--- config.mk ---
export PLATFORM = sky130hd
export DESIGN_NAME = histogram_bucket_builder
export DESIGN_NICKNAME = d
export VERILOG_FILES = /design/src/design/hbb_pkg.sv /design/src/design/hbb_regs.sv /design/src/design/hbb_core.sv /design/src/design/hbb_out_fifo.sv /design/src/design/histogram_bucket_builder.sv
export SDC_FILE = /design/constraint.sdc
export NUM_CORES = 1
export LEC_CHECK = 0
export BUFFER_PORTS_ARGS = -buffer_cell sky130_fd_sc_hd__buf_4
export CAP_MARGIN = 10
export CELL_PAD_IN_SITES_DETAIL_PLACEMENT = 1
export CELL_PAD_IN_SITES_GLOBAL_PLACEMENT = 1
export CORE_MARGIN = 4
export CORE_UTILIZATION = 49
export CTS_CLUSTER_DIAMETER = 60
export DETAILED_ROUTE_END_ITERATION = 16
export PLACE_DENSITY = 0.93
export RECOVER_POWER = 50
export SYNTH_ARGS = -nofsm -noshare
export SYNTH_HDL_FRONTEND = slang
export SYNTH_SLANG_ARGS = --single-unit
--- constraint.sdc ---
create_clock -name clk -period 7.7 [get_ports clk]
set_input_delay 1.925 -clock clk [delete_from_list [all_inputs] [get_ports clk]]
set_output_delay 1.925 -clock clk [all_outputs]
set_load 0.02 [all_outputs]
--- src/design/hbb_pkg.sv ---
// ----------------------------------------------------------------------------
// hbb_pkg
// Shared constants, register codes and record types of the histogram bucket
// builder.
// ----------------------------------------------------------------------------
package hbb_pkg;

    localparam int unsigned HBB_MAX_VERTICES = 65536;

    localparam int HBB_ADDR_W    = 4;
    localparam int HBB_DATA_W    = 32;
    localparam int HBB_COUNT_W   = 32;
    localparam int HBB_SUM_W     = 48;
    localparam int HBB_ITEMS_W   = 17;
    localparam int HBB_IDX_OUT_W = 16;
    localparam int HBB_TDATA_O_W = 2 * HBB_IDX_OUT_W + HBB_SUM_W;

    localparam int HBB_FIFO_DEPTH = 4;

    // register indexes (byte address / 4)
    localparam logic [1:0] REG_MODE         = 2'd0;
    localparam logic [1:0] REG_DEPTH_TARGET = 2'd1;
    localparam logic [1:0] REG_BUCKET_WIDTH = 2'd2;

    localparam logic MODE_EQUI_DEPTH = 1'b0;
    localparam logic MODE_EQUI_WIDTH = 1'b1;

    localparam logic [31:0]          RST_DEPTH_TARGET = 32'd100;
    localparam logic [HBB_ITEMS_W-1:0] RST_BUCKET_WIDTH = 17'd16;

    typedef struct packed {
        logic                    mode;
        logic [31:0]             depth_target;
        logic [HBB_ITEMS_W-1:0]  bucket_width;
    } hbb_cfg_t;

    typedef struct packed {
        logic [HBB_IDX_OUT_W-1:0] bucket_start;
        logic [HBB_IDX_OUT_W-1:0] bucket_end;
        logic [HBB_SUM_W-1:0]     bucket_sum;
        logic                     relation_done;
        logic                     run_last;
    } hbb_result_t;

endpackage

--- src/design/hbb_regs.sv ---
// ----------------------------------------------------------------------------
// hbb_regs
// APB configuration registers: mode, depth target and bucket width.
// ----------------------------------------------------------------------------
module hbb_regs (
    input  logic                          clk,
    input  logic                          rst_n,
    input  logic                          psel,
    input  logic                          penable,
    input  logic                          pwrite,
    input  logic [hbb_pkg::HBB_ADDR_W-1:0] paddr,
    input  logic [hbb_pkg::HBB_DATA_W-1:0] pwdata,
    output logic [hbb_pkg::HBB_DATA_W-1:0] prdata,
    output logic                          pready,
    output hbb_pkg::hbb_cfg_t             cfg
);
    import hbb_pkg::*;

    logic                   mode_reg;
    logic [31:0]            depth_target_reg;
    logic [HBB_ITEMS_W-1:0] bucket_width_reg;
    logic [1:0]             reg_index;
    logic                   wr_en;

    assign pready    = 1'b1;
    assign reg_index = paddr[3:2];
    assign wr_en     = psel && penable && pwrite && pready;

    always_ff @(posedge clk or negedge rst_n)
    begin
        if (!rst_n)
        begin
            mode_reg         <= MODE_EQUI_DEPTH;
            depth_target_reg <= RST_DEPTH_TARGET;
            bucket_width_reg <= RST_BUCKET_WIDTH;
        end
        else if (wr_en)
        begin
            unique case (reg_index)
                REG_MODE:         mode_reg         <= pwdata[0];
                REG_DEPTH_TARGET: depth_target_reg <= pwdata;
                REG_BUCKET_WIDTH: bucket_width_reg <= pwdata[HBB_ITEMS_W-1:0];
                default:          ;
            endcase
        end
    end

    always_comb
    begin
        unique case (reg_index)
            REG_MODE:         prdata = {31'd0, mode_reg};
            REG_DEPTH_TARGET: prdata = depth_target_reg;
            REG_BUCKET_WIDTH: prdata = {{(HBB_DATA_W-HBB_ITEMS_W){1'b0}}, bucket_width_reg};
            default:          prdata = '0;
        endcase
    end

    assign cfg.mode         = mode_reg;
    assign cfg.depth_target = depth_target_reg;
    assign cfg.bucket_width = bucket_width_reg;

endmodule

--- src/design/hbb_core.sv ---
// ----------------------------------------------------------------------------
// hbb_core
// Input register and open-bucket state; closes buckets and hands zero, one
// or two results to the output buffer per item.
// ----------------------------------------------------------------------------
module hbb_core #(
    parameter int unsigned MAX_VERTICES = hbb_pkg::HBB_MAX_VERTICES
) (
    input  logic                             clk,
    input  logic                             rst_n,
    input  hbb_pkg::hbb_cfg_t                cfg,
    input  logic                             s_valid,
    output logic                             s_ready,
    input  logic [hbb_pkg::HBB_COUNT_W-1:0]  s_count,
    input  logic                             s_last,
    input  logic                             room,
    output logic [1:0]                       push_n,
    output hbb_pkg::hbb_result_t             res0,
    output hbb_pkg::hbb_result_t             res1
);
    import hbb_pkg::*;

    localparam int IDX_W = (MAX_VERTICES > 2) ? $clog2(MAX_VERTICES) : 1;
    localparam logic [IDX_W-1:0] IDX_TOP = IDX_W'(MAX_VERTICES - 1);
    localparam logic [HBB_ITEMS_W-1:0] ITEMS_MAX = '1;
    localparam logic [HBB_SUM_W-1:0]   SUM_MAX   = '1;

    logic                   in_valid_reg;
    logic [HBB_COUNT_W-1:0] in_value_reg;
    logic                   in_last_reg;

    logic [IDX_W-1:0]       open_start_reg, open_start_next;
    logic [IDX_W-1:0]       next_index_reg, next_index_next;
    logic [HBB_SUM_W-1:0]   open_sum_reg,   open_sum_next;
    logic [HBB_ITEMS_W-1:0] open_items_reg, open_items_next;

    logic                   proc;
    logic [IDX_W-1:0]       idx, start_eff, idx_adv, idx_prev;
    logic [HBB_SUM_W:0]     sum_wide;
    logic [HBB_SUM_W-1:0]   sum_sat;
    logic [HBB_ITEMS_W-1:0] items_inc, width_eff;
    logic                   split, closes;

    assign proc    = in_valid_reg && room;
    assign s_ready = !in_valid_reg || proc;

    always_ff @(posedge clk or negedge rst_n)
    begin
        if (!rst_n)
        begin
            in_valid_reg <= 1'b0;
        end
        else if (s_ready)
        begin
            in_valid_reg <= s_valid;
        end
    end

    always_ff @(posedge clk)
    begin
        if (s_ready && s_valid)
        begin
            in_value_reg <= s_count;
            in_last_reg  <= s_last;
        end
    end

    always_comb
    begin
        idx       = next_index_reg;
        start_eff = (open_items_reg == '0) ? idx : open_start_reg;
        idx_adv   = (idx == IDX_TOP) ? '0 : idx + IDX_W'(1);
        idx_prev  = (idx == '0) ? IDX_TOP : idx - IDX_W'(1);

        // saturating running sum and item count
        sum_wide  = {1'b0, open_sum_reg} + (HBB_SUM_W+1)'(in_value_reg);
        sum_sat   = sum_wide[HBB_SUM_W] ? SUM_MAX : sum_wide[HBB_SUM_W-1:0];
        items_inc = (open_items_reg == ITEMS_MAX) ? open_items_reg
                                                  : open_items_reg + HBB_ITEMS_W'(1);
        width_eff = (cfg.bucket_width == '0) ? HBB_ITEMS_W'(1) : cfg.bucket_width;

        split = (cfg.mode == MODE_EQUI_DEPTH) && (open_sum_reg != '0)
             && (in_value_reg > cfg.depth_target);
        if (cfg.mode == MODE_EQUI_DEPTH)
        begin
            closes = split || (sum_sat >= HBB_SUM_W'(cfg.depth_target)) || in_last_reg;
        end
        else
        begin
            closes = (items_inc >= width_eff) || in_last_reg;
        end

        res0.bucket_start = HBB_IDX_OUT_W'(start_eff);
        res1.bucket_start = HBB_IDX_OUT_W'(idx);
        res1.bucket_end   = HBB_IDX_OUT_W'(idx);
        res1.bucket_sum   = HBB_SUM_W'(in_value_reg);
        res1.relation_done = in_last_reg;
        res1.run_last     = 1'b1;
        if (split)
        begin
            // open bucket closes at the previous index, count stands alone
            res0.bucket_end    = HBB_IDX_OUT_W'(idx_prev);
            res0.bucket_sum    = open_sum_reg;
            res0.relation_done = 1'b0;
            res0.run_last      = 1'b0;
        end
        else
        begin
            res0.bucket_end    = HBB_IDX_OUT_W'(idx);
            res0.bucket_sum    = sum_sat;
            res0.relation_done = in_last_reg;
            res0.run_last      = 1'b1;
        end

        if (!proc)
        begin
            push_n = 2'd0;
        end
        else if (split)
        begin
            push_n = 2'd2;
        end
        else
        begin
            push_n = closes ? 2'd1 : 2'd0;
        end

        next_index_next = in_last_reg ? '0 : idx_adv;
        if (closes)
        begin
            open_sum_next   = '0;
            open_items_next = '0;
            open_start_next = next_index_next;
        end
        else
        begin
            open_sum_next   = sum_sat;
            open_items_next = items_inc;
            open_start_next = start_eff;
        end
    end

    always_ff @(posedge clk or negedge rst_n)
    begin
        if (!rst_n)
        begin
            open_start_reg <= '0;
            next_index_reg <= '0;
            open_sum_reg   <= '0;
            open_items_reg <= '0;
        end
        else if (proc)
        begin
            open_start_reg <= open_start_next;
            next_index_reg <= next_index_next;
            open_sum_reg   <= open_sum_next;
            open_items_reg <= open_items_next;
        end
    end

    // an empty bucket never carries a sum
    assert property (@(posedge clk) disable iff (!rst_n)
        (open_items_reg == '0) |-> (open_sum_reg == '0))
        else $error("empty bucket holds a nonzero sum");

    assert property (@(posedge clk) disable iff (!rst_n)
        (proc && in_last_reg) |=> (next_index_reg == '0 && open_items_reg == '0))
        else $error("relation end did not restart indexing");

    assert property (@(posedge clk) disable iff (!rst_n)
        (push_n == 2'd2) |-> (cfg.mode == MODE_EQUI_DEPTH && open_items_reg != '0))
        else $error("two buckets from one item outside equi-depth split");

endmodule

--- src/design/hbb_out_fifo.sv ---
// ----------------------------------------------------------------------------
// hbb_out_fifo
// Small result buffer: takes up to two results per cycle, hands out one while out_ready is high.
// ----------------------------------------------------------------------------
module hbb_out_fifo (
    input  logic                 clk,
    input  logic                 rst_n,
    input  logic [1:0]           push_n,
    input  hbb_pkg::hbb_result_t res0,
    input  hbb_pkg::hbb_result_t res1,
    output logic                 room,
    output logic                 out_valid,
    input  logic                 out_ready,
    output hbb_pkg::hbb_result_t out_res
);
    import hbb_pkg::*;

    localparam int PTR_W = $clog2(HBB_FIFO_DEPTH);
    localparam int CNT_W = $clog2(HBB_FIFO_DEPTH + 1);

    hbb_result_t      entry_reg [HBB_FIFO_DEPTH];
    logic [PTR_W-1:0] wr_ptr_reg, wr_ptr_next;
    logic [PTR_W-1:0] rd_ptr_reg, rd_ptr_next;
    logic [CNT_W-1:0] count_reg,  count_next;
    logic             pop;

    assign out_valid = (count_reg != '0);
    assign out_res   = entry_reg[rd_ptr_reg];
    assign pop       = out_valid && out_ready;
    // room for a split item of two results
    assign room      = (count_reg <= CNT_W'(HBB_FIFO_DEPTH - 2));

    assign wr_ptr_next = wr_ptr_reg + PTR_W'(push_n);
    assign rd_ptr_next = rd_ptr_reg + PTR_W'(pop);
    assign count_next  = count_reg + CNT_W'(push_n) - CNT_W'(pop);

    always_ff @(posedge clk)
    begin
        if (push_n != 2'd0)
        begin
            entry_reg[wr_ptr_reg] <= res0;
        end
        if (push_n == 2'd2)
        begin
            entry_reg[wr_ptr_reg + PTR_W'(1)] <= res1;
        end
    end

    always_ff @(posedge clk or negedge rst_n)
    begin
        if (!rst_n)
        begin
            wr_ptr_reg <= '0;
            rd_ptr_reg <= '0;
            count_reg  <= '0;
        end
        else
        begin
            wr_ptr_reg <= wr_ptr_next;
            rd_ptr_reg <= rd_ptr_next;
            count_reg  <= count_next;
        end
    end

    assert property (@(posedge clk) disable iff (!rst_n)
        (push_n != 2'd0) |-> (CNT_W'(push_n) + count_reg <= CNT_W'(HBB_FIFO_DEPTH)))
        else $error("result buffer overflow");

endmodule

--- src/design/histogram_bucket_builder.sv ---
// ----------------------------------------------------------------------------
// histogram_bucket_builder
// Equi-depth / equi-width histogram bucketing over a stream of frequency
// counts.
// ----------------------------------------------------------------------------
// Counts enter one per cycle while s_tready is high, in vertex index order,
// the last count of a relation flagged by s_tlast. Each count passes an input
// register, then one add-and-compare on the open bucket's running sum updates
// the bucket state and writes closed buckets into a four-entry result buffer.
// A new count is taken every cycle while the buffer has room for two results;
// results leave one per cycle while m_tready is high, and an item that splits
// a bucket in equi-depth mode gives two results. m_tlast marks the last
// result of an item, m_tuser the relation's final bucket. Registers: mode at
// 0x0, depth_target at 0x4, bucket_width at 0x8; change them only while idle.
module histogram_bucket_builder #(
    parameter int unsigned MAX_VERTICES = hbb_pkg::HBB_MAX_VERTICES
) (
    input  logic                               clk,
    input  logic                               rst_n,
    input  logic                               psel,
    input  logic                               penable,
    input  logic                               pwrite,
    input  logic [hbb_pkg::HBB_ADDR_W-1:0]     paddr,
    input  logic [hbb_pkg::HBB_DATA_W-1:0]     pwdata,
    output logic [hbb_pkg::HBB_DATA_W-1:0]     prdata,
    output logic                               pready,
    input  logic                               s_tvalid,
    output logic                               s_tready,
    input  logic [hbb_pkg::HBB_COUNT_W-1:0]    s_tdata,  // count_value
    input  logic                               s_tlast,  // relation_end
    output logic                               m_tvalid,
    input  logic                               m_tready,
    output logic [hbb_pkg::HBB_TDATA_O_W-1:0]  m_tdata,  // bucket_start, bucket_end, bucket_sum
    output logic                               m_tuser,  // relation_done
    output logic                               m_tlast   // run_last
);
    import hbb_pkg::*;

    hbb_cfg_t    cfg;
    hbb_result_t res0, res1, out_res;
    logic [1:0]  push_n;
    logic        room;

    hbb_regs u_regs (
        .clk     (clk),
        .rst_n   (rst_n),
        .psel    (psel),
        .penable (penable),
        .pwrite  (pwrite),
        .paddr   (paddr),
        .pwdata  (pwdata),
        .prdata  (prdata),
        .pready  (pready),
        .cfg     (cfg)
    );

    hbb_core #(
        .MAX_VERTICES (MAX_VERTICES)
    ) u_core (
        .clk     (clk),
        .rst_n   (rst_n),
        .cfg     (cfg),
        .s_valid (s_tvalid),
        .s_ready (s_tready),
        .s_count (s_tdata),
        .s_last  (s_tlast),
        .room    (room),
        .push_n  (push_n),
        .res0    (res0),
        .res1    (res1)
    );

    hbb_out_fifo u_out (
        .clk       (clk),
        .rst_n     (rst_n),
        .push_n    (push_n),
        .res0      (res0),
        .res1      (res1),
        .room      (room),
        .out_valid (m_tvalid),
        .out_ready (m_tready),
        .out_res   (out_res)
    );

    assign m_tdata = {out_res.bucket_sum, out_res.bucket_end, out_res.bucket_start};
    assign m_tuser = out_res.relation_done;
    assign m_tlast = out_res.run_last;

endmodule

* Yosys cells after proc, flatten, opt, wreduce, memory -nomap -nowiden
Memories as Yosys holds them, arrays and structs flattened.
Index checks and enable logic that the tools add are counted.
** Storage, ports and cells
- Register bits after elaboration :: 188
- Latch bits :: 0
- RAM bits :: 328
- ROM bits :: 0
- Bits of input ports :: 76
- Output and inout bits :: 117
- Logic and storage cells :: 75
- Memories :: 1
** Memory list
- u_out.entry_reg :: words 4, bits a word 82, rd ports 1, clocked after Yosys merged registers in 0, wr ports 2, line hbb_out_fifo.sv:21 : hbb_result_t entry_reg [HBB_FIFO_DEPTH];
** Operators by class
- Add/subtract/negate cells :: 9
- Multipliers :: 0
- Divide/modulo/power cells :: 0
- Magnitude comparators :: 4
- Equal/unequal tests :: 5
- Shift-type cells :: 0
- Multiplexer cells :: 20
- Bitwise logic cells :: 1
- Reduce and logical (&&, ||, !) cells :: 22
** Operators with widths (count)
- two-way mux 48 bit :: 2
- case mux 32 bit (3 select lines) :: 1
- two-way mux 16 bit :: 5
- two-way mux 66 bit :: 1
- two-way mux 17 bit :: 3
- adder 48 x 32 -> 49 bit :: 1
- greater-or-equal comparator 48 x 32 -> 1 bit :: 1
- nonzero test 48 bit :: 1
- logical NOT 17 bit :: 2
- greater-than comparator 32 bit :: 1
- adder 17 x 1 -> 17 bit, second input constant :: 1
- equality test 17 bit, second input constant :: 1
- greater-or-equal comparator 17 bit :: 1
- adder 16 x 1 -> 16 bit, second input constant :: 1
- equality test 16 bit, second input constant :: 1
- logical NOT 16 bit :: 1
- subtractor 16 x 1 -> 16 bit, second input constant :: 1
- logical AND 1 bit :: 7
- two-way mux 1 bit :: 6
- AND reduction 2 bit :: 3
- equality test 2 bit, second input constant :: 2
- logical OR 1 bit :: 4
- two-way mux 2 bit :: 2
- adder 3 x 2 -> 3 bit :: 1
- 11 further kinds :: 11

* Logic depth before layout (Yosys ltp)
Gate-level depths: netlist of the first run.
- Depth in word-level cells :: 12
- Gate-level depth with buffers :: 27
- Mapped depth without buffers :: 25

* Hierarchy
From an unflattened synthesis of the first run, not the netlist that was laid out.
** Unflattened totals
- Cell total of the unflattened synthesis :: 2614
- Area, all modules :: 30910.9 µm²
** By module, submodules not included
- hbb_out_fifo :: times used 1, cells each 832, area an instance 16274.4 µm², seq. area each 10024.6 µm²
- hbb_core :: times used 1, cells each 1630, area an instance 12411.9 µm², seq. area each 3443.3 µm²
- hbb_regs :: times used 1, cells each 152, area an instance 2224.6 µm², seq. area each 1256.2 µm²

* Worst setup path before layout of the first run
Ideal clock, no wire load.
- Kind :: reg2reg
- Start point :: reg u_core.in_value_reg[0]
- End point :: mem u_out.entry_reg[2][10] (netlist name) (enable)
- Library setup time :: 0.699 ns
- Arrival :: 6.091 ns
- Required time :: 7.001 ns
- Slack :: 0.910 ns
- Cell stages (with the launch flop) :: 25
- Buffers on the path :: 4
- Period minus slack after synthesis :: 6.790 ns
- Path through :: edfxtp_1 ha_1 fa_1 a21o_1 a221oi_2 o2bb2ai_2 a21boi_2 nand2_1 nand2b_1 clkbuf_1 clkbuf_1 nand2_1 ha_1 a21o_1 a21o_1 a21oi_1 o21ai_0 o21ai_0 o2111ai_1 nor4_4 nand4_4 o211ai_2 buf_2 buf_2 nand2_1
** RTL lines
- from (decl) :: line hbb_core.sv:29 : logic [HBB_COUNT_W-1:0] in_value_reg;
- from (signal assigned) :: line hbb_core.sv:63 : in_value_reg <= s_count;
- to (decl) :: line hbb_out_fifo.sv:21

==> reports/metrics.cfg, run 1 <==
[outcome]
outcome=complete, but fails checks
failed_checks=capacitance limit, slew limit

[worst_hold_path]
hp-start=u_out.entry_reg[1][47]
min_delay_path_depth=2
hold-path-endpoint=u_out.entry_reg[1][47]
type_of_the_worst_min_delay_path=flip-flop to flip-flop

[pwr]
clock_power_share=0.233
p_per_area_nw_per_um2=389
internal-power_mw=7.01
power_leakage_nw=12.9
power_switching_share=0.442
power.total_mw=12.6
seq_power_share=0.333
p_sw_mw=5.56
comb_power_share=0.434
max-vdd-ir-drop_mv=0.227

[setup_path]
arr_time_crit_path_ns=7.74
crit_type=flip-flop to flip-flop
path_max_fanout=30
crit_path_end_kind=flip-flop
rr_endpoint=u_out.entry_reg[3][50]
reg2reg_from=u_core.open_sum_reg[0]
max_stage_delay_ns=0.60
worst_path_max_delay_cell=sky130_fd_sc_hd__buf_4
worstPathCellList=ha_1 -> fa_1 -> a21o_1 -> a221oi_2 -> o2bb2ai_2 -> a21boi_2 -> nand2_1 -> nand2b_1 -> buf_4 -> nand2_1 -> ha_1 -> a21o_1 -> nand3_1 -> a21oi_1 -> o21a_1 -> o21ai_0 -> o2111ai_1 -> nor4_4 -> nand4_4 -> o211ai_1 -> buf_4 -> a21oi_1 -> o22a_1
cp.required_ns=8.09
regToRegSetupSlack_ns=0.35
timing.critical_path.from_type=flip-flop
timing.reg2reg.worst_path_depth=23

[sta]
fmaxAchievable_mhz=136
max_slew_margin=-1.95
least_margin_pin_slew_ns=4.42
finalCritPeriodShare=0.954
fin_tns_setup_ns=0
setup-violations-final=0
worst_clock_skew_ns=0.0429
report.final.slew_viol_count=308
finalHoldViolCount=0
tmin_final_ns=7.35
rsz_0062_raised_after_global_routing=false

[layout]
largest_register_ff_count=328
syn_to_final_growth_pct=12.3
design_area_um2=32400
nets=3123
most_used_cells_in_the_layout_excluding_fill_and_tap_cells=sky130_fd_sc_hd__nand2_1 (451), sky130_fd_sc_hd__o21ai_0 (334), sky130_fd_sc_hd__edfxtp_1 (293)
final_util=0.559
most_common_cell_after_layout_fill_and_taps_aside=sky130_fd_sc_hd__nand2_1
diodes=0
finish.cell_count_without_fillers=3739
drive_above_1_share=0.117

[drt]
drt_iter0_drc=2663
via_density_per_instance=6.80
drt-total-wl_mm=107
drt-wirelength-per-cell_um=28.6
route.detailed.drc=0
vias=25400
drt_pre_antenna_iters=5
drt_antenna_net_count=0

[synth]
async_reset_ff_frac=0.300
mappedNetlistNets=3031
synth_seq_cells=516
avgSynthCellArea_um2=10.2
ys_types=84
synthFlopType=sky130_fd_sc_hd__edfxtp_1
synth_cells=2831
netlist_area_um2=28800
seq_area_frac_synth=0.487
synth_warnings=0
synth-edff-count=293

[global_routing]
grt_pass1_wl_mm=163
total_grt_usage=0.331
maximum_number_of_pins_on_one_net_before_global_route_repair=84
global_route_total_overflow=0
initial_antenna_violation_count=2
number_of_global_route_vias_before_repair=27100

[placed_design]
detailedPlacementHpwl_mm=69.5
dp.cells=3627
placement.io_buffers=189
dpl-instance-area_um2=30900
gp_routability_congestion=0.939

[cts]
sinks_on_clock_net=516
cts_setup_buffers=0
tritoncts=yes
clock_path_buffers=3
root_buffer=sky130_fd_sc_hd__clkbuf_16
worst_setup_hold_path_clk_slew_ns=0.06
cts_htree_levels=2
cts_inserted_buffers=59
holdBufCountCts=0
post_cts_resize_count=0
worst_skew_pair.late_latency_ns=0.66

[floorplan]
horizontal_extent_of_the_die_um=251
design.die.area_um2=62800
initial_core_util=0.498
dieHeight_um=251
ioPinCount=193
core_box_area_um2=57900
floorplan.rows=88

[job]
drv_cap=7

## cell type report
cell class                 count  area (um2)
fill                        6317       25600
multi-input combinational   2030       13700
sequential                   516       14000
timing repair buffer         240        1370
tap                          765         957
inverter                      76         285
clock buffer                  80        1630
clock inverter                32         380
## layer usage
layer | vias up | part of all wire | wire length (um) | track usage
met3 | 462 | 0.089 | 9480 | 0.0593
met2 | 1632 | 0.48 | 51400 | 0.552
met4 | 2 | 0.063 | 6790 | 0.181
met5 | - | 0.000075 | 8 | 0
li1 | 10600 | - | - | -
met1 | 12700 | 0.37 | 39300 | 0.412
## synthesized netlist by cell type (11+ instances only)
library cell	n	area share
sky130_fd_sc_hd__nand2_1	455	0.059
sky130_fd_sc_hd__o21ai_0	333	0.058
sky130_fd_sc_hd__edfxtp_1	293	0.31
sky130_fd_sc_hd__dfrtp_1	151	0.13
sky130_fd_sc_hd__a21oi_1	142	0.025
sky130_fd_sc_hd__nor2_1	142	0.018
sky130_fd_sc_hd__clkbuf_1	139	0.018
sky130_fd_sc_hd__ha_1	122	0.053
sky130_fd_sc_hd__a22o_1	87	0.026
sky130_fd_sc_hd__mux4_2	82	0.064
sky130_fd_sc_hd__inv_1	76	0.0099
sky130_fd_sc_hd__dfxtp_1	68	0.047
sky130_fd_sc_hd__nand3_1	65	0.011
sky130_fd_sc_hd__mux2i_1	63	0.022
sky130_fd_sc_hd__nand4_1	48	0.010
sky130_fd_sc_hd__nor3_1	40	0.0069
sky130_fd_sc_hd__buf_2	39	0.0068
sky130_fd_sc_hd__xnor2_1	35	0.011
sky130_fd_sc_hd__a21o_1	33	0.0086
sky130_fd_sc_hd__nor4_1	27	0.0059
sky130_fd_sc_hd__xor2_1	26	0.0079
sky130_fd_sc_hd__and2_1	24	0.0052
sky130_fd_sc_hd__nor2b_1	23	0.0050
sky130_fd_sc_hd__o22ai_1	23	0.0050
sky130_fd_sc_hd__buf_1	22	0.0029
sky130_fd_sc_hd__a211oi_1	21	0.0055
sky130_fd_sc_hd__o21ai_1	21	0.0036
sky130_fd_sc_hd__and3_1	17	0.0037
sky130_fd_sc_hd__a211o_1	15	0.0046
sky130_fd_sc_hd__nand2b_1	15	0.0033
sky130_fd_sc_hd__a31oi_1	13	0.0028
sky130_fd_sc_hd__o21a_1	13	0.0034
sky130_fd_sc_hd__or2_2	13	0.0028
sky130_fd_sc_hd__or3_1	12	0.0026
sky130_fd_sc_hd__o211ai_1	11	0.0029
## worst max-delay path, delay by kind of cell, from the launching register on
kind / cells / cell delay (ns)
AO/OA/AOI/OAI: 12 / 3.11
AND/OR/NAND/NOR: 6 / 1.54
adder cells (fa/ha/maj): 3 / 1.02
buffers and inverters: 2 / 0.93
flip-flops: 1 / 0.46
## worst max-delay path by stage
| stage | to | slack, ns | startpoint |
|---|---|---|---|
| 2_1_floorplan | u_out.entry_reg[2][10] | 0.91 | u_core.in_value_reg[0] |
| 3_3_place_gp | u_out.entry_reg[0][35] | 0.88 | u_core.in_value_reg[0] |
| 3_5_place_dp | u_out.entry_reg[0][35] | 0.62 | u_core.open_sum_reg[0] |
| 4_1_cts | u_out.entry_reg[0][35] | 0.55 | u_core.open_sum_reg[0] |
| 5_1_grt | u_out.entry_reg[2][36] | 0.08 | u_core.open_sum_reg[0] |
| 6_report | u_out.entry_reg[3][50] | 0.35 | u_core.open_sum_reg[0] |
## power by group through the flow
stage               combinational, mW  sequential (mW)  clock (mW)
global placement                 5.17             4.11           0
finish                           5.46             4.18        2.93
global route                     5.79             4.22        3.06
floorplan                        3.59             3.88           0
CTS                              5.60             4.16        2.94
detailed placement               5.47             4.20           0
## kinds of logic (layout without fill, tap and decap cells)
kind of cell | after synthesis | after routing | share of synthesized area
compound gates | 781 | 781 | 0.167
mux | 151 | 151 | 0.0883
flops | 516 | 516 | 0.487
xor+xnor | 61 | 61 | 0.0185
simple gates | 912 | 912 | 0.144
fa+ha+maj | 124 | 124 | 0.0544
other cells | 1 | 1 | 0.000130
buf+inv | 285 | 428 | 0.0401
## through the flow
step	setup slack (ns)	hold WS, ns
after floorplan	0.910	0.433
after detailed placement	0.619	0.455
after global placement	0.880	0.439
after CTS	0.550	0.467
final	0.354	0.472
after global routing	0.0787	0.510
No activity file was read; power rests on OpenSTA's default activity.
==> run 2: changes to the inputs <==
Clock period 7.7 ns to 7.4 ns, I/O delays scaled along.
==> run 2 against run 1 <==
  * The run still ends with capacitance limit, slew limit left
  * First-iteration DRC count is 16% higher
  * Clock skew is 0.0033 ns lower
  * Largest power group unchanged
  * Critical path depth is 1 higher
  * Design area is 0.23% higher
  * Combinational power is 6.0% higher
  * Core utilization is 0.13 points higher
  * Critical endpoint is now u_core.open_start_reg[1]
  * Register-to-register slack worse by 0.05 ns
  * Sequential share of layout area is 0.10 points lower
  * Fmax is 3.5% higher
  * Sequential cell count stayed put
  * Power is 4.7% higher
  * Clock power is 3% higher
==> reports/metrics.cfg, run 2 (same netlist as run 1, synthesis figures left out) <==
[outcome]
outcome=complete, but fails checks  ; unchanged
failed_checks=capacitance limit, slew limit  ; unchanged

[setup_path]
timing.reg2reg.worst_path_depth=24  ; was 23
max_stage_delay_ns=0.60  ; about the same
reg2reg_from=u_core.in_value_reg[0]  ; was u_core.open_sum_reg[0]
cpLargestDelayFamily=compound AO/OA/AOI/OAI gates  ; unchanged
arr_time_crit_path_ns=7.65  ; was 7.74 ns
cpMostUsedCell=sky130_fd_sc_hd__o21ai_0
worstPathCellList=ha_1 -> fa_1 -> a21o_1 -> a221oi_2 -> o2bb2ai_2 -> a211o_1 -> a31oi_1 -> o21ai_0 -> a21oi_1 -> xor2_1 -> nand2_1 -> ha_1 -> a21o_1 -> a21o_1 -> a21oi_1 -> o21ai_0 -> o21ai_0 -> o2111ai_1 -> nor4_4 -> nand4_4 -> o21ai_0 -> buf_4 -> nor2_1 -> a221o_1  ; was ha_1 -> fa_1 -> a21o_1 -> a221oi_2 -> o2bb2ai_2 -> a21boi_2 -> nand2_1 -> nand2b_1 -> buf_4 -> nand2_1 -> ha_1 -> a21o_1 -> nand3_1 -> a21oi_1 -> o21a_1 -> o21ai_0 -> o2111ai_1 -> nor4_4 -> nand4_4 -> o211ai_1 -> buf_4 -> a21oi_1 -> o22a_1
crit_type=flip-flop to flip-flop  ; unchanged
cp.required_ns=7.95  ; was 8.09 ns
regToRegSetupSlack_ns=0.30  ; was 0.35 ns
rr_endpoint=u_core.open_start_reg[1]  ; was u_out.entry_reg[3][50]
worst_path_max_delay_cell=sky130_fd_sc_hd__buf_4  ; unchanged
path_max_fanout=37  ; was 30
critical_path.n_buffers_inverters=1  ; was 2
crit_path_end_kind=flip-flop  ; unchanged
timing.critical_path.from_type=flip-flop  ; unchanged

[worst_hold_path]
type_of_the_worst_min_delay_path=flip-flop to flip-flop  ; unchanged
hp-start=u_out.entry_reg[0][47]  ; was u_out.entry_reg[1][47]
min_delay_path_depth=2  ; unchanged
hold-path-endpoint=u_out.entry_reg[0][47]  ; was u_out.entry_reg[1][47]

[global_routing]
initial_antenna_violation_count=2  ; unchanged
number_of_global_route_vias_before_repair=27400  ; was 27,100
maximum_number_of_pins_on_one_net_before_global_route_repair=96  ; was 84
grt_pass1_wl_mm=166  ; was 163 mm
total_grt_usage=0.339  ; was 0.331
global_route_total_overflow=0  ; unchanged

[cts]
post_cts_resize_count=0  ; unchanged
sinks_on_clock_net=516  ; unchanged
cts_inserted_buffers=59  ; unchanged
holdBufCountCts=0  ; unchanged
worst_skew_pair.late_latency_ns=0.67  ; was 0.66 ns
cts_htree_levels=2  ; unchanged
worst_setup_hold_path_clk_slew_ns=0.06  ; about the same
cts_setup_buffers=0  ; unchanged
tritoncts=yes  ; unchanged
root_buffer=sky130_fd_sc_hd__clkbuf_16  ; unchanged
clock_path_buffers=3  ; unchanged

[layout]
multiInputGateArea_um2=13700  ; about the same
final_util=0.560  ; was 0.559
syn_to_final_growth_pct=12.5  ; was 12.3%
most_used_cells_in_the_layout_excluding_fill_and_tap_cells=sky130_fd_sc_hd__nand2_1 (451), sky130_fd_sc_hd__o21ai_0 (337), sky130_fd_sc_hd__edfxtp_1 (293)  ; was sky130_fd_sc_hd__nand2_1 (451), sky130_fd_sc_hd__o21ai_0 (334), sky130_fd_sc_hd__edfxtp_1 (293)
regArea_um2=14000  ; unchanged
nets=3119  ; was 3,123
fillcell_total=6332  ; was 6,317
most_common_cell_after_layout_fill_and_taps_aside=sky130_fd_sc_hd__nand2_1  ; unchanged
largest_register_ff_count=328  ; unchanged
drive_above_1_share=0.118  ; was 0.117

[pwr]
comb_power_share=0.439  ; was 0.434
power_switching_share=0.444  ; was 0.442
seq_power_share=0.330  ; was 0.333
clock_power_share=0.230  ; was 0.233
max-vdd-ir-drop_mv=0.280  ; was 0.227 mV
p_sw_mw=5.85  ; was 5.56 mW
power_leakage_nw=13.0  ; was 12.9 nW
internal-power_mw=7.32  ; was 7.01 mW
p_per_area_nw_per_um2=406  ; was 389 nW/um2

[placed_design]
detailedPlacementHpwl_mm=69.5  ; about the same
place_ws_ns=0.603  ; was 0.619 ns
placement.io_buffers=189  ; unchanged
gp_routability_congestion=0.940  ; was 0.939

[drt]
route.detailed.drc=0  ; unchanged
drt_pre_antenna_iters=6  ; was 5
drt_antenna_net_count=0  ; unchanged
vias=25900  ; was 25,400
drt-wirelength-per-cell_um=29.3  ; was 28.6 um
drt_iter0_drc=3096  ; was 2,663
via_density_per_instance=6.94  ; was 6.80
drt-total-wl_mm=109  ; was 107 mm

[sta]
final.setup.worst_slack_ns=0.302  ; was 0.354 ns
tmin_final_ns=7.10  ; was 7.35 ns
finalCritPeriodShare=0.959  ; was 0.954
finalHoldViolCount=0  ; unchanged
rsz_0062_raised_after_global_routing=false  ; unchanged
fmaxAchievable_mhz=141  ; was 136 MHz
fin_tns_setup_ns=0  ; unchanged
setup-violations-final=0  ; unchanged
max_slew_margin=-1.50  ; was -1.95
worst_clock_skew_ns=0.0396  ; was 0.0429 ns
report.final.slew_viol_count=255  ; was 308
whs_ns=0.460  ; was 0.472 ns
least_margin_pin_slew_ns=3.75  ; was 4.42 ns

[floorplan]
floorplan.rows=88  ; unchanged
core_box_area_um2=57900  ; unchanged
design.die.area_um2=62800  ; unchanged
dieHeight_um=251  ; unchanged
horizontal_extent_of_the_die_um=251  ; unchanged
initial_core_util=0.498  ; unchanged
ioPinCount=193  ; unchanged

[job]
drv_cap=6  ; was 7

## run 2: cell count changes in the layout (fill, tap and decap cells not counted), moves of 3 or more
cell	previous run	this run
sky130_fd_sc_hd__clkinv_1	5	10
sky130_fd_sc_hd__clkinv_4	0	3
sky130_fd_sc_hd__clkbuf_1	131	121
sky130_fd_sc_hd__buf_12	1	8
sky130_fd_sc_hd__clkbuf_8	5	2
sky130_fd_sc_hd__o21ai_0	334	337
sky130_fd_sc_hd__buf_4	92	83
## run 2: through the flow
stage,area [um2],cells,power [mW]
5_1_grt,32400,3735,13.7
2_1_floorplan,28800,2831,7.77
3_5_place_dp,30900,3622,10.1
3_3_place_gp,30900,3622,9.68
6_report,32400,3736,13.2
4_1_cts,32900,3734,13.3
## run 2: routing by layer
metal / routed length [um] / track usage / up-vias
li1: - / - / 10600
met1: 39200 / 0.417 / 13100
met2: 52500 / 0.565 / 1788
met3: 10800 / 0.0671 / 473
met4: 6840 / 0.184 / 0
met5: 0 / 0 / -
## run 2: power groups by stage
stage	clock network [mW]	registers (mW)	logic, mW
finish	3.03	4.35	5.79
global placement	0	4.26	5.42
CTS	3.05	4.32	5.89
floorplan	0	4.03	3.74
global route	3.19	4.39	6.08
detailed placement	0	4.36	5.76
## run 2: worst max path at each step
stage,cells after the start,endpoint,start,slack [ns]
final,24,u_core.open_start_reg[1],u_core.in_value_reg[0],0.30
after global routing,23,u_core.open_start_reg[1],u_core.open_sum_reg[0],0.05
after CTS,22,u_out.entry_reg[2][74],u_core.open_sum_reg[0],0.52
after detailed placement,23,u_out.entry_reg[2][70],u_core.in_value_reg[0],0.60
after global placement,24,u_out.entry_reg[0][19],u_core.open_sum_reg[0],0.79
after floorplan,24,u_out.entry_reg[2][10],u_core.in_value_reg[0],0.61
## run 2: worst reg2reg max path, stage by stage, from the launching register on
cell                        delay [ns]
sky130_fd_sc_hd__edfxtp_1         0.44
sky130_fd_sc_hd__ha_1             0.28
sky130_fd_sc_hd__fa_1             0.43
sky130_fd_sc_hd__a21o_1           0.23
sky130_fd_sc_hd__a221oi_2         0.43
sky130_fd_sc_hd__o2bb2ai_2        0.20
sky130_fd_sc_hd__a211o_1          0.36
sky130_fd_sc_hd__a31oi_1          0.27
sky130_fd_sc_hd__o21ai_0          0.19
sky130_fd_sc_hd__a21oi_1          0.26
sky130_fd_sc_hd__xor2_1           0.18
sky130_fd_sc_hd__nand2_1          0.13
sky130_fd_sc_hd__ha_1             0.23
sky130_fd_sc_hd__a21o_1           0.17
sky130_fd_sc_hd__a21o_1           0.19
sky130_fd_sc_hd__a21oi_1          0.17
sky130_fd_sc_hd__o21ai_0          0.15
sky130_fd_sc_hd__o21ai_0          0.34
sky130_fd_sc_hd__o2111ai_1        0.22
sky130_fd_sc_hd__nor4_4           0.36
sky130_fd_sc_hd__nand4_4          0.26
sky130_fd_sc_hd__o21ai_0          0.34
sky130_fd_sc_hd__buf_4            0.60
sky130_fd_sc_hd__nor2_1           0.16
sky130_fd_sc_hd__a221o_1          0.41
## run 2: layout make-up
class                   count  share of cell area
inverters                  76             0.00880
flip-flops and latches    516               0.433
repair buffers            236              0.0444
clock inverters            41              0.0128
clock buffers              71              0.0488
well taps                 765              0.0295
diodes                      1           0.0000772
multi-input cells        2030               0.422
